--- src/hdl/hgrp_pkg.sv ---
// Shared types, constants and character helpers for the GET request line parser.
// No dependencies; every other file in hdl imports this package.
`timescale 1ns / 1ps

package hgrp_pkg;

	localparam int CNT_W            = 12;
	localparam int MAX_FIELD_LENGTH = 4095;
	localparam int MAX_ITEMS        = 3;
	localparam int ITEM_CNT_W       = $clog2(MAX_ITEMS + 1);
	localparam int QUEUE_DEPTH      = 4;
	localparam int QUEUE_IDX_W      = $clog2(QUEUE_DEPTH);
	localparam int QUEUE_CNT_W      = $clog2(QUEUE_DEPTH + 1);
	localparam int CFG_INDEX_W      = 1;
	localparam int CFG_DATA_W       = 12;

	localparam logic [CNT_W-1:0] MAX_COUNT   = CNT_W'(MAX_FIELD_LENGTH);
	localparam logic [CNT_W-1:0] RESET_LIMIT = CNT_W'(1022);

	localparam logic [CFG_INDEX_W-1:0] CFG_MAX_NAME  = 1'b0;
	localparam logic [CFG_INDEX_W-1:0] CFG_MAX_QUERY = 1'b1;

	localparam logic [1:0] KIND_NAME   = 2'd0;
	localparam logic [1:0] KIND_QUERY  = 2'd1;
	localparam logic [1:0] KIND_STATUS = 2'd2;

	localparam logic [2:0] ST_OK       = 3'd0;
	localparam logic [2:0] ST_CONN     = 3'd1;
	localparam logic [2:0] ST_BAD_REQ  = 3'd2;
	localparam logic [2:0] ST_METHOD   = 3'd3;
	localparam logic [2:0] ST_FILENAME = 3'd4;
	localparam logic [2:0] ST_QUERY    = 3'd5;

	localparam logic [7:0] CH_TAB     = 8'h09;
	localparam logic [7:0] CH_LF      = 8'h0A;
	localparam logic [7:0] CH_CR      = 8'h0D;
	localparam logic [7:0] CH_SPACE   = 8'h20;
	localparam logic [7:0] CH_PERCENT = 8'h25;
	localparam logic [7:0] CH_SLASH   = 8'h2F;
	localparam logic [7:0] CH_QMARK   = 8'h3F;

	typedef struct packed {
		logic [1:0] kind;
		logic [7:0] data;
		logic [2:0] status;
		logic       last;
	} item_t;

	typedef struct packed {
		logic [ITEM_CNT_W-1:0] count;
		item_t [MAX_ITEMS-1:0] items;
	} item_group_t;

	function automatic logic is_hex(input logic [7:0] c);
		return (c >= "0" && c <= "9") || (c >= "a" && c <= "f") || (c >= "A" && c <= "F");
	endfunction

	function automatic logic [3:0] hex_val(input logic [7:0] c);
		logic [7:0] v;
		v = 8'd0;
		if (c >= "0" && c <= "9") begin
			v = c - 8'h30;
		end else if (c >= "a" && c <= "f") begin
			v = c - 8'h57;
		end else if (c >= "A" && c <= "F") begin
			v = c - 8'h37;
		end
		return v[3:0];
	endfunction

	function automatic logic [7:0] to_upper(input logic [7:0] c);
		return (c >= "a" && c <= "z") ? c - 8'h20 : c;
	endfunction

endpackage

--- src/hdl/hgrp_parser.sv ---
// Request line parser state and per-beat result generation (up to three items).
// Depends on hgrp_pkg.
`timescale 1ns / 1ps

module hgrp_parser
	import hgrp_pkg::*;
(
	input  logic             clk,
	input  logic             arst_n,
	input  logic             fire,
	input  logic             action,
	input  logic [7:0]       data_byte,
	input  logic [CNT_W-1:0] max_name_length,
	input  logic [CNT_W-1:0] max_query_length,
	output item_group_t      result
);

	typedef enum logic [2:0] {
		PH_METHOD, PH_GAP, PH_PATH, PH_QUERY, PH_REST, PH_HEADERS
	} phase_t;

	typedef enum logic [1:0] {
		ESC_NONE, ESC_PCT, ESC_HEX
	} esc_t;

	typedef struct packed {
		phase_t           phase;
		logic [2:0]       method_count;
		logic             method_bad;
		esc_t             esc;
		logic [7:0]       esc_char;
		logic             slash_checked;
		logic             slash_missing;
		logic [CNT_W-1:0] name_count;
		logic [CNT_W-1:0] query_count;
		logic             protocol_found;
		logic [23:0]      recent;
	} state_t;

	localparam state_t CLEAR_STATE = '{
		phase: PH_METHOD, method_count: 3'd0, method_bad: 1'b0, esc: ESC_NONE,
		esc_char: 8'd0, slash_checked: 1'b0, slash_missing: 1'b0,
		name_count: '0, query_count: '0, protocol_found: 1'b0, recent: 24'd0
	};

	state_t                st_q;
	state_t                nxt;
	logic [7:0]            cand   [MAX_ITEMS];
	logic [ITEM_CNT_W-1:0] n_cand;
	logic [ITEM_CNT_W-1:0] n_out;
	logic [ITEM_CNT_W-1:0] n_name;
	logic                  do_decode;
	logic                  do_end_path;
	logic                  query_push;
	logic                  is_eol;
	logic                  is_ws;
	logic                  terminator;
	logic [CNT_W:0]        name_sum;
	logic [2:0]            status;
	logic [7:0]            method_ref;

	assign is_eol = (data_byte == CH_LF) || (data_byte == CH_CR);
	assign is_ws  = (data_byte == CH_SPACE) || (data_byte == CH_TAB);

	always_comb begin
		unique case (st_q.method_count)
			3'd0:    method_ref = "G";
			3'd1:    method_ref = "E";
			3'd2:    method_ref = "T";
			default: method_ref = 8'd0;
		endcase
	end

	always_comb begin
		nxt         = st_q;
		do_decode   = 1'b0;
		do_end_path = 1'b0;
		query_push  = 1'b0;
		n_cand      = '0;
		n_out       = '0;
		n_name      = '0;
		status      = ST_OK;
		terminator  = 1'b0;
		name_sum    = '0;
		result      = '0;
		for (int i = 0; i < MAX_ITEMS; i++) begin
			cand[i] = 8'd0;
		end

		// Phase handling for one request byte.
		unique case (st_q.phase)
			PH_METHOD: begin
				if (is_eol) begin
					nxt.phase = PH_HEADERS;
				end else if (is_ws) begin
					if (st_q.method_count != 3'd3) nxt.method_bad = 1'b1;
					nxt.phase = PH_GAP;
				end else begin
					if (st_q.method_count >= 3'd3 || to_upper(data_byte) != method_ref)
						nxt.method_bad = 1'b1;
					if (st_q.method_count < 3'd4) nxt.method_count = st_q.method_count + 3'd1;
				end
			end
			PH_GAP: begin
				if (is_eol) begin
					nxt.phase = PH_HEADERS;
				end else if (!is_ws) begin
					if (data_byte == CH_QMARK) begin
						do_end_path = 1'b1;
						nxt.phase   = PH_QUERY;
					end else begin
						do_decode = 1'b1;
						nxt.phase = PH_PATH;
					end
				end
			end
			PH_PATH: begin
				if (is_eol) begin
					do_end_path = 1'b1;
					nxt.phase   = PH_HEADERS;
				end else if (is_ws) begin
					do_end_path        = 1'b1;
					nxt.protocol_found = 1'b1;
					nxt.phase          = PH_REST;
				end else if (data_byte == CH_QMARK) begin
					do_end_path = 1'b1;
					nxt.phase   = PH_QUERY;
				end else begin
					do_decode = 1'b1;
				end
			end
			PH_QUERY: begin
				if (is_eol) begin
					nxt.phase = PH_HEADERS;
				end else if (is_ws) begin
					nxt.protocol_found = 1'b1;
					nxt.phase          = PH_REST;
				end else begin
					query_push = 1'b1;
					if (st_q.query_count < MAX_COUNT) nxt.query_count = st_q.query_count + 1'b1;
				end
			end
			PH_REST: begin
				if (is_eol) nxt.phase = PH_HEADERS;
			end
			default: begin
			end
		endcase

		// Percent decoding: collect the file name bytes this beat produces, in order.
		if (do_decode || do_end_path) begin
			if (st_q.esc == ESC_PCT || st_q.esc == ESC_HEX) begin
				if (do_end_path || !is_hex(data_byte)) begin
					cand[n_cand] = CH_PERCENT;
					n_cand       = n_cand + 1'b1;
					if (st_q.esc == ESC_HEX) begin
						cand[n_cand] = st_q.esc_char;
						n_cand       = n_cand + 1'b1;
					end
					nxt.esc = ESC_NONE;
				end
			end
		end
		if (do_decode) begin
			if (st_q.esc == ESC_PCT && is_hex(data_byte)) begin
				nxt.esc      = ESC_HEX;
				nxt.esc_char = data_byte;
			end else if (st_q.esc == ESC_HEX && is_hex(data_byte)) begin
				cand[n_cand] = {hex_val(st_q.esc_char), hex_val(data_byte)};
				n_cand       = n_cand + 1'b1;
				nxt.esc      = ESC_NONE;
			end else if (data_byte == CH_PERCENT) begin
				nxt.esc = ESC_PCT;
			end else begin
				cand[n_cand] = data_byte;
				n_cand       = n_cand + 1'b1;
			end
		end

		// The first decoded byte is checked against the slash and not emitted.
		for (int i = 0; i < MAX_ITEMS; i++) begin
			if (ITEM_CNT_W'(i) < n_cand) begin
				if (!nxt.slash_checked) begin
					nxt.slash_checked = 1'b1;
					nxt.slash_missing = (cand[i] != CH_SLASH);
				end else begin
					result.items[n_out].kind = KIND_NAME;
					result.items[n_out].data = cand[i];
					n_out  = n_out + 1'b1;
					n_name = n_name + 1'b1;
				end
			end
		end
		if (do_end_path && !nxt.slash_checked) begin
			nxt.slash_checked = 1'b1;
			nxt.slash_missing = 1'b1;
		end
		name_sum = {1'b0, st_q.name_count} + (CNT_W + 1)'(n_name);
		nxt.name_count = (name_sum > {1'b0, MAX_COUNT}) ? MAX_COUNT : name_sum[CNT_W-1:0];

		if (query_push) begin
			result.items[n_out].kind = KIND_QUERY;
			result.items[n_out].data = data_byte;
			n_out = n_out + 1'b1;
		end

		// End of request: blank line after the header block.
		terminator = (data_byte == CH_LF) &&
			((st_q.recent[7:0] == CH_LF) || (st_q.recent == {CH_CR, CH_LF, CH_CR}));
		if (!nxt.protocol_found) begin
			status = ST_BAD_REQ;
		end else if (nxt.method_bad) begin
			status = ST_METHOD;
		end else if (nxt.slash_missing) begin
			status = ST_FILENAME;
		end else if (nxt.name_count > max_name_length) begin
			status = ST_FILENAME;
		end else if (nxt.query_count > max_query_length) begin
			status = ST_QUERY;
		end else begin
			status = ST_OK;
		end

		if (action) begin
			result.items[0]      = '0;
			result.items[0].kind   = KIND_STATUS;
			result.items[0].status = ST_CONN;
			result.items[0].last   = 1'b1;
			n_out = ITEM_CNT_W'(1);
			nxt   = CLEAR_STATE;
		end else if (terminator) begin
			result.items[n_out].kind   = KIND_STATUS;
			result.items[n_out].status = status;
			result.items[n_out].last   = 1'b1;
			n_out = n_out + 1'b1;
			nxt   = CLEAR_STATE;
		end else begin
			nxt.recent = {st_q.recent[15:0], data_byte};
		end
		result.count = n_out;
	end

	always_ff @(posedge clk or negedge arst_n) begin
		if (!arst_n) begin
			st_q <= CLEAR_STATE;
		end else if (fire) begin
			st_q <= nxt;
		end
	end

endmodule

--- src/hdl/hgrp_out_queue.sv ---
// Small result queue: takes up to three items per beat, hands out one per beat.
// Depends on hgrp_pkg.
`timescale 1ns / 1ps

module hgrp_out_queue
	import hgrp_pkg::*;
(
	input  logic        clk,
	input  logic        arst_n,
	input  logic        push,
	input  item_group_t group,
	output logic        space,
	output logic        out_valid,
	input  logic        out_ready,
	output item_t       out_item
);

	item_t                  ent_q [QUEUE_DEPTH];
	logic [QUEUE_IDX_W-1:0] head_q;
	logic [QUEUE_CNT_W-1:0] count_q;
	logic [QUEUE_IDX_W-1:0] tail;
	logic                   pop;
	logic [ITEM_CNT_W-1:0]  push_n;

	assign space     = (count_q <= QUEUE_CNT_W'(QUEUE_DEPTH - MAX_ITEMS));
	assign out_valid = (count_q != '0);
	assign out_item  = ent_q[head_q];
	assign pop       = out_valid && out_ready;
	assign push_n    = push ? group.count : '0;
	assign tail      = head_q + count_q[QUEUE_IDX_W-1:0];

	always_ff @(posedge clk) begin
		for (int i = 0; i < MAX_ITEMS; i++) begin
			if (ITEM_CNT_W'(i) < push_n) begin
				ent_q[tail + QUEUE_IDX_W'(i)] <= group.items[i];
			end
		end
	end

	always_ff @(posedge clk or negedge arst_n) begin
		if (!arst_n) begin
			head_q  <= '0;
			count_q <= '0;
		end else begin
			if (pop) head_q <= head_q + 1'b1;
			count_q <= count_q + QUEUE_CNT_W'(push_n) - QUEUE_CNT_W'(pop);
		end
	end

endmodule

--- src/hdl/http_get_request_line_parser_core.sv ---
// Top level of the HTTP GET request line parser: configuration registers,
// parser and result queue. Depends on hgrp_pkg, hgrp_parser and hgrp_out_queue.
`timescale 1ns / 1ps

// The block takes an HTTP request as a stream of beats, one byte per beat
// (tuser low), or a connection-closed event (tuser high). It checks that the
// method is GET in any letter case, percent-decodes the path, checks that it
// starts with a slash, and emits each decoded file name byte (tuser 0) and each
// raw query byte after the first '?' (tuser 1) as it arrives. After a blank line
// (CR LF CR LF or LF LF) it emits one status beat (tuser 2, tlast high) and starts
// over on the next request. Status codes are 0 ok, 1 connection closed, 2 bad
// request, 3 method, 4 file name, 5 query; when the status is not ok, the bytes
// already emitted for that request are to be dropped. The user must write the
// limits on name and query length through the cfg port only while the block is
// idle; the block does not enforce this. Rate: one input beat per clock while
// the queue has room; each beat is handled in the clock it is taken, and its
// results (at most three beats, when an unfinished escape is flushed) go into a
// four-entry result queue; the input is ready whenever that queue holds at most
// one beat, so a steady stream of one-result beats flows at one beat per clock,
// and a beat with several results costs the extra clocks needed to drain them.

module http_get_request_line_parser_core
	import hgrp_pkg::*;
(
	input  logic                   clk,
	input  logic                   arst_n,
	input  logic                   s_axis_tvalid,
	output logic                   s_axis_tready,
	input  logic [7:0]             s_axis_tdata,  // [7:0] data_byte
	input  logic                   s_axis_tuser,  // [0] action
	output logic                   m_axis_tvalid,
	input  logic                   m_axis_tready,
	output logic [15:0]            m_axis_tdata,  // [7:0] out_byte, [10:8] status_code
	output logic [1:0]             m_axis_tuser,  // [1:0] item_kind
	output logic                   m_axis_tlast,  // last_of_request
	input  logic                   cfg_we,
	input  logic [CFG_INDEX_W-1:0] cfg_index,
	input  logic [CFG_DATA_W-1:0]  cfg_data
);

	logic [CNT_W-1:0] max_name_q;
	logic [CNT_W-1:0] max_query_q;
	logic             in_fire;
	item_group_t      group;
	item_t            head;

	// Length limits; reset to 1022 bytes each.
	always_ff @(posedge clk or negedge arst_n) begin
		if (!arst_n) begin
			max_name_q  <= RESET_LIMIT;
			max_query_q <= RESET_LIMIT;
		end else if (cfg_we) begin
			unique case (cfg_index)
				CFG_MAX_NAME:  max_name_q  <= cfg_data;
				CFG_MAX_QUERY: max_query_q <= cfg_data;
				default: begin
				end
			endcase
		end
	end

	assign in_fire = s_axis_tvalid && s_axis_tready;

	hgrp_parser u_parser (
		.clk              (clk),
		.arst_n           (arst_n),
		.fire             (in_fire),
		.action           (s_axis_tuser),
		.data_byte        (s_axis_tdata),
		.max_name_length  (max_name_q),
		.max_query_length (max_query_q),
		.result           (group)
	);

	// The queue is the result register: its head entry drives the output beat.
	hgrp_out_queue u_queue (
		.clk       (clk),
		.arst_n    (arst_n),
		.push      (in_fire),
		.group     (group),
		.space     (s_axis_tready),
		.out_valid (m_axis_tvalid),
		.out_ready (m_axis_tready),
		.out_item  (head)
	);

	assign m_axis_tdata = {5'd0, head.status, head.data};
	assign m_axis_tuser = head.kind;
	assign m_axis_tlast = head.last;

endmodule

--- config.mk ---
export PLATFORM = sky130hd
export DESIGN_NAME = http_get_request_line_parser_core
export DESIGN_NICKNAME = d
export VERILOG_FILES = /design/src/hdl/hgrp_pkg.sv /design/src/hdl/hgrp_parser.sv /design/src/hdl/hgrp_out_queue.sv /design/src/hdl/http_get_request_line_parser_core.sv
export SDC_FILE = /design/constraint.sdc
export NUM_CORES = 1
export LEC_CHECK = 0
export BUFFER_PORTS_ARGS = -buffer_cell sky130_fd_sc_hd__buf_2
export CAP_MARGIN = 10
export CORE_ASPECT_RATIO = 0.7
export CORE_MARGIN = 4
export CORE_UTILIZATION = 30
export CTS_CLUSTER_SIZE = 40
export DETAILED_ROUTE_END_ITERATION = 6
export HOLD_SLACK_MARGIN = 0.03
export PLACE_DENSITY = 0.41
export SYNTH_ARGS = -nofsm -noshare
export SYNTH_HDL_FRONTEND = slang
export SYNTH_HIERARCHICAL = 1
export SYNTH_SLANG_ARGS = --single-unit
--- constraint.sdc ---
create_clock -name clk -period 16.33 [get_ports clk]
set_input_delay 1.633 -clock clk [delete_from_list [all_inputs] [get_ports clk]]
set_output_delay 1.633 -clock clk [all_outputs]
set_load 0.01 [all_outputs]
Word-level counts from Yosys, hierarchy flattened
Memories as Yosys holds them, arrays and structs flattened.
Index checks and enable logic that the tools add are counted.
- add/sub/neg operators: 21
- multipliers: 0
- div/mod/pow operators: 0
- order comparisons: 36
- equality and inequality tests: 28
- shift-type cells: 0
- multiplexer cells: 150
- bitwise operators: 2
- reduce and logical (&&, ||, !) cells: 43
- operator list (operator ; number):
    bitwise mux 42 bit ; 9
    demux 14 bit (select 2 bit) ; 9
    2-to-1 mux 42 bit ; 6
    2-to-1 mux 24 bit ; 5
    2-to-1 mux 12 bit ; 7
    2-to-1 mux 14 bit ; 6
    2-to-1 mux 68 bit ; 1
    2-to-1 mux 4 bit ; 15
    2-to-1 mux 2 bit ; 27
    2-to-1 mux 3 bit ; 17
    bitwise mux 24 bit ; 2
    2-to-1 mux 44 bit ; 1
    <= comparator 8 x 7 -> 1 bit, second input constant ; 5
    2-to-1 mux 8 bit ; 5
    equality test 8 x 4 -> 1 bit, second input constant ; 4
    >= comparator 8 x 7 -> 1 bit, second input constant ; 4
    2-to-1 mux 16 bit ; 2
    2-to-1 mux 1 bit ; 29
    2-to-1 mux 28 bit ; 1
    equality test 24 x 20 -> 1 bit, second input constant ; 1
    equality test 8 x 6 -> 1 bit, second input constant ; 3
    > comparator 12 bit ; 2
    != test 8 x 6 -> 1 bit, second input constant ; 3
    one-hot mux 7 bit (3 select lines) ; 1
    other kinds (54) ; 115
- bits in registers: 97
- bits in latches: 0
- RAM bits: 56
- bits in read-only memories: 0
- input bits: 27
- logic and storage cells: 296
- memories kept: 1
- memories (name ; depth ; bits a word ; read ports ; clocked after memory_dff ; wr ports ; line ; RTL):
    u_queue.ent_q ; 4 ; 14 ; 1 ; 0 ; 3 ; hgrp_out_queue.sv:18 ; item_t ent_q [QUEUE_DEPTH];

Depth between registers and ports, before layout
- word-level depth: 40
- gate-level depth with buffers: 34
- gate-level depth less buffers: 33

Hierarchy
The synthesis kept the hierarchy.
- modules (own cells, without submodules) (module ; instances ; cells an instance ; area an instance (µm²) ; sequential area each (µm²)):
    hgrp_parser ; 1 ; 850 ; 6668.9 ; 1701.6
    hgrp_out_queue ; 1 ; 272 ; 3568.4 ; 1806.7
    http_get_request_line_parser_core ; 1 ; 59 ; 1023.5 ; 623.1

Worst setup path before layout
OpenSTA, ideal clock, no wires.
- kind: in2reg
- from: in s_axis_tdata[1]
- to: mem u_queue/ent_q[0][0] (netlist name), enable pin
- setup time: 0.463 ns
- data arrival time: 9.177 ns
- required time: 15.867 ns
- path slack: 6.689 ns
- stages on the path: 23
- buffers on the path: 1
- cell sequence: clkbuf_1 > inv_1 > ha_1 > or4b_4 > and3_4 > and2_4 > or3_1 > nor2_2 > inv_1 > ha_1 > nor3_1 > a22oi_4 > inv_1 > fa_1 > mux2i_1 > o21ai_1 > ha_1 > o21ai_0 > inv_1 > ha_1 > a211oi_1 > a21oi_1 > a2111oi_0
- RTL lines (element ; line ; RTL):
    start: declaration ; http_get_request_line_parser_core.sv:29 ; input logic [7:0] s_axis_tdata,
    end: declaration ; hgrp_out_queue.sv:18 ;

==> out/results.txt <==
Run status: finished, final reports clean
Die area: 0.0407 mm2
Period utilization: 57.1%
Layout cells sized above 1: 16.0%
First DRT Iteration DRCs: 1046
Worst VDD drop: 0.127 mV
Register bit total from synthesis: 153
Post-placement cell area: 0.0118 mm2
R2R cell count: 21
PostCTS Resize Cnt: 0
All-Layer GR Usage: 18.1%
Startpoint Class: input pin
Power per standard cell area: 122 mW/mm2
Via count: 9401
IO buf count: 42
Worst skew pair latency: 0.45 ns
Core Area: 0.0371 mm2
Final hold viol count: 0
Endpoints failing setup: 0
Nets: 1269
Post-synthesis sequential area ratio: 36.7%
Max_slew headroom: 24.0%
FFs w/ async S/R, synth: 63.4%
Placer Congestion: 0.890
CTS sink count: 153
Chip height: 170 um
Hold path depth: 1
H-tree levels: 4
Final core area utilization: 33.5%
Syn Std Cell Area: 0.0113 mm2
DR WL/cell: 21.7 um
Post-route cell area: 0.0124 mm2
CP Class: input pin to register
Clk_skew: 0.0118 ns
Max Cap Viol: 0
Fmax: 0.107 GHz
Post-CTS Hold Fix Bufs: 0
Hold endpoint: u_parser/st_q[37]
R2R Path End: u_queue/ent_q[1][2]
Max-slew violations: 0
Worst-Margin Slew: 1.12 ns
Synth Flop Type: dfrtp_1
RSZ-0062 raised after global routing: false
Postcts setup bufs: 0
CP arrival: 9.50 ns
Worst Hold Launch: u_parser/st_q[37]
Largest net degree at the start of global routing: 68
Initial Utilization: 30.3%
Area grow syn2layout: 10.3%
Die width: 240 um
Hold Crit Class: register to register
DR pass1 iterations: 5
Vias in the first global route: 9042
Syn Area/Cell: 9.53 um2
Flop2flop setup slack: 8.64 ns
Fin crit period: 9.33 ns
Post-Route WL: 36.5 mm
Io pins: 48
Reg-to-reg startpoint: u_parser/st_q[67]
Row count: 59
Ys Warns: 6
Post-route ant nets: 0
First-pass GRT wire length: 56.8 mm
CTS max path bufs: 2
Vias per inst: 5.60
TritonCTS buffer count: 17
Worst-path clk slew: 0.06 ns
CTS tree: built
Total Neg Setup Slack: 0 ns
Crit Path Max Fanout: 30
Initial antenna violation count: 0
Hold_ws: 0.491 ns
Static Leak: 4.99 nW
CP Capture Type: register
N_diodes: 0
Root buf cell: clkbuf_16
Synth cell types: 90
Placed cells: 1648
DRC: 0
Worst Path Required: 16.51 ns
EDFF count, synth: 56
Post-detail-place hpwl: 25.5 mm
GRT overflow: 0
Syn Inst Count: 1181
Cell Count, Final, Fillers Out: 1680
final cells by class:
| type | instances | area, um2 |
|---|---|---|
| timing repair buffer | 61 | 355 |
| sequential | 153 | 4130 |
| clock buffer | 20 | 478 |
| clock inverter | 12 | 106 |
| fill | 3814 | 24700 |
| inverter | 74 | 278 |
| multi-input combinational | 872 | 6460 |
| tap | 488 | 611 |
worst max-delay path, cell delays in order:
cell,delay [ns]
buf_2,0.28
inv_1,0.15
ha_1,0.27
or4b_4,0.56
and3_4,0.21
and2_4,0.17
or3_1,0.42
nor2_2,0.22
inv_1,0.09
ha_1,0.32
nor3_1,0.08
a22oi_4,0.27
inv_1,0.17
fa_1,0.53
mux2i_1,0.07
o21ai_1,0.34
ha_1,0.30
o21ai_0,0.32
inv_1,0.11
ha_1,0.28
a211oi_1,0.66
and4_1,0.98
mux2i_2,0.56
a221o_1,0.46
report_power, final:
| group | total, mW | switching [mW] | internal (mW) |
|---|---|---|---|
| Clock | 0.404 | 0.188 | 0.217 |
| Sequential | 0.536 | 0.0625 | 0.474 |
| Combinational | 0.577 | 0.367 | 0.210 |
Yosys cell counts (all sizes together) (16+ instances only):
library cell | number | area (um2)
inv | 74 | 278
o21ai | 62 | 318
xnor2 | 16 | 140
nand2 | 115 | 434
nand3 | 36 | 180
ha | 60 | 751
nor2 | 56 | 213
dfrtp | 79 | 1980
nand3b | 17 | 128
nor2b | 16 | 108
edfxtp | 56 | 1680
a22o | 55 | 482
o2bb2ai | 23 | 201
clkbuf | 48 | 190
and2 | 16 | 103
a21o | 16 | 120
dfstp | 18 | 473
mux2 | 25 | 319
buf | 38 | 251
and3 | 43 | 279
nor3 | 29 | 160
a221o | 30 | 300
a21oi | 46 | 230
registers in the layout, summed over array words and instances (netlist names):
name,flops
max_query_q,12
max_name_q,12
u_queue/ent_q,56
u_queue/count_q,3
u_parser/st_q,68
u_queue/head_q,2
logic make-up (layout without fill, tap and decap cells):
kind of cell	after synthesis	count (layout)	share of synthesized area [%]
AOI/OAI and AO/OA	337	337	22.3
xor gates and xnor gates	26	26	2.30
muxes	45	45	6.23
and+or+nand+nor	396	396	18.8
DFF	153	153	36.7
other	1	5	0.0333
adders and majority gates	63	63	7.20
buffers and inverters	160	167	6.39
cells in the final DEF (no fill, tap or decap), types with 6 or more instances in the layout:
cell type / Yosys / final
mux2_2: 15 / 15
o21ai_0: 58 / 56
and2_1: 13 / 12
a21oi_1: 46 / 46
a21o_1: 16 / 16
edfxtp_1: 56 / 56
a22oi_1: 11 / 11
o22ai_1: 6 / 6
a221oi_1: 6 / 6
buf_2: 18 / 41
a31oi_1: 8 / 8
inv_1: 74 / 74
o221ai_1: 6 / 6
mux2_4: 10 / 10
and3_1: 41 / 41
mux4_2: 14 / 14
or2_2: 7 / 7
ha_1: 60 / 60
nor2_1: 55 / 55
a211oi_1: 9 / 9
xnor2_1: 16 / 16
and4_1: 6 / 6
nand3b_1: 17 / 17
nor3_1: 26 / 26
nand3_1: 36 / 36
clkbuf_16: 0 / 18
nand2_1: 114 / 114
o21a_1: 8 / 8
nor2b_1: 15 / 15
buf_4: 9 / 20
nand2b_1: 8 / 8
dfrtp_1: 79 / 79
a22o_1: 55 / 55
or3_1: 6 / 6
o2bb2ai_1: 23 / 23
xor2_1: 8 / 8
a221o_1: 30 / 30
nand4_1: 12 / 12
dfstp_2: 18 / 18
worst max path at each step:
stage / from / to / cells past startpoint
6_report: s_axis_tdata[1] / u_queue/ent_q[1][2] / 24
5_1_grt: s_axis_tdata[0] / u_queue/ent_q[3][2] / 24
4_1_cts: s_axis_tdata[1] / u_queue/ent_q[3][8] / 24
3_5_place_dp: s_axis_tdata[1] / u_queue/ent_q[3][8] / 24
3_3_place_gp: s_axis_tdata[1] / u_queue/ent_q[0][1] / 33
2_1_floorplan: s_axis_tdata[1] / u_queue/ent_q[0][0] / 23
per-layer routing:
metal / wire length (um) / GRT usage, % / vias to the layer above / share of wire [%]
met5: 0 / 0 / - / 0
met4: 259 / 3.15 / 0 / 0.71
met3: 2400 / 4.31 / 22 / 6.6
met2: 14500 / 24.4 / 305 / 40
met1: 19400 / 29.0 / 4653 / 53
li1: - / - / 4421 / -
metrics by stage:
| stage | setup slack [ns] | total power [mW] |
|---|---|---|
| 2_1_floorplan | 6.69 | 0.944 |
| 3_5_place_dp | 6.63 | 1.12 |
| 6_report | 7.00 | 1.52 |
| 4_1_cts | 7.09 | 1.54 |
| 5_1_grt | 6.41 | 1.62 |
| 3_3_place_gp | 6.82 | 1.12 |
Power figures use the tool's default switching activity.
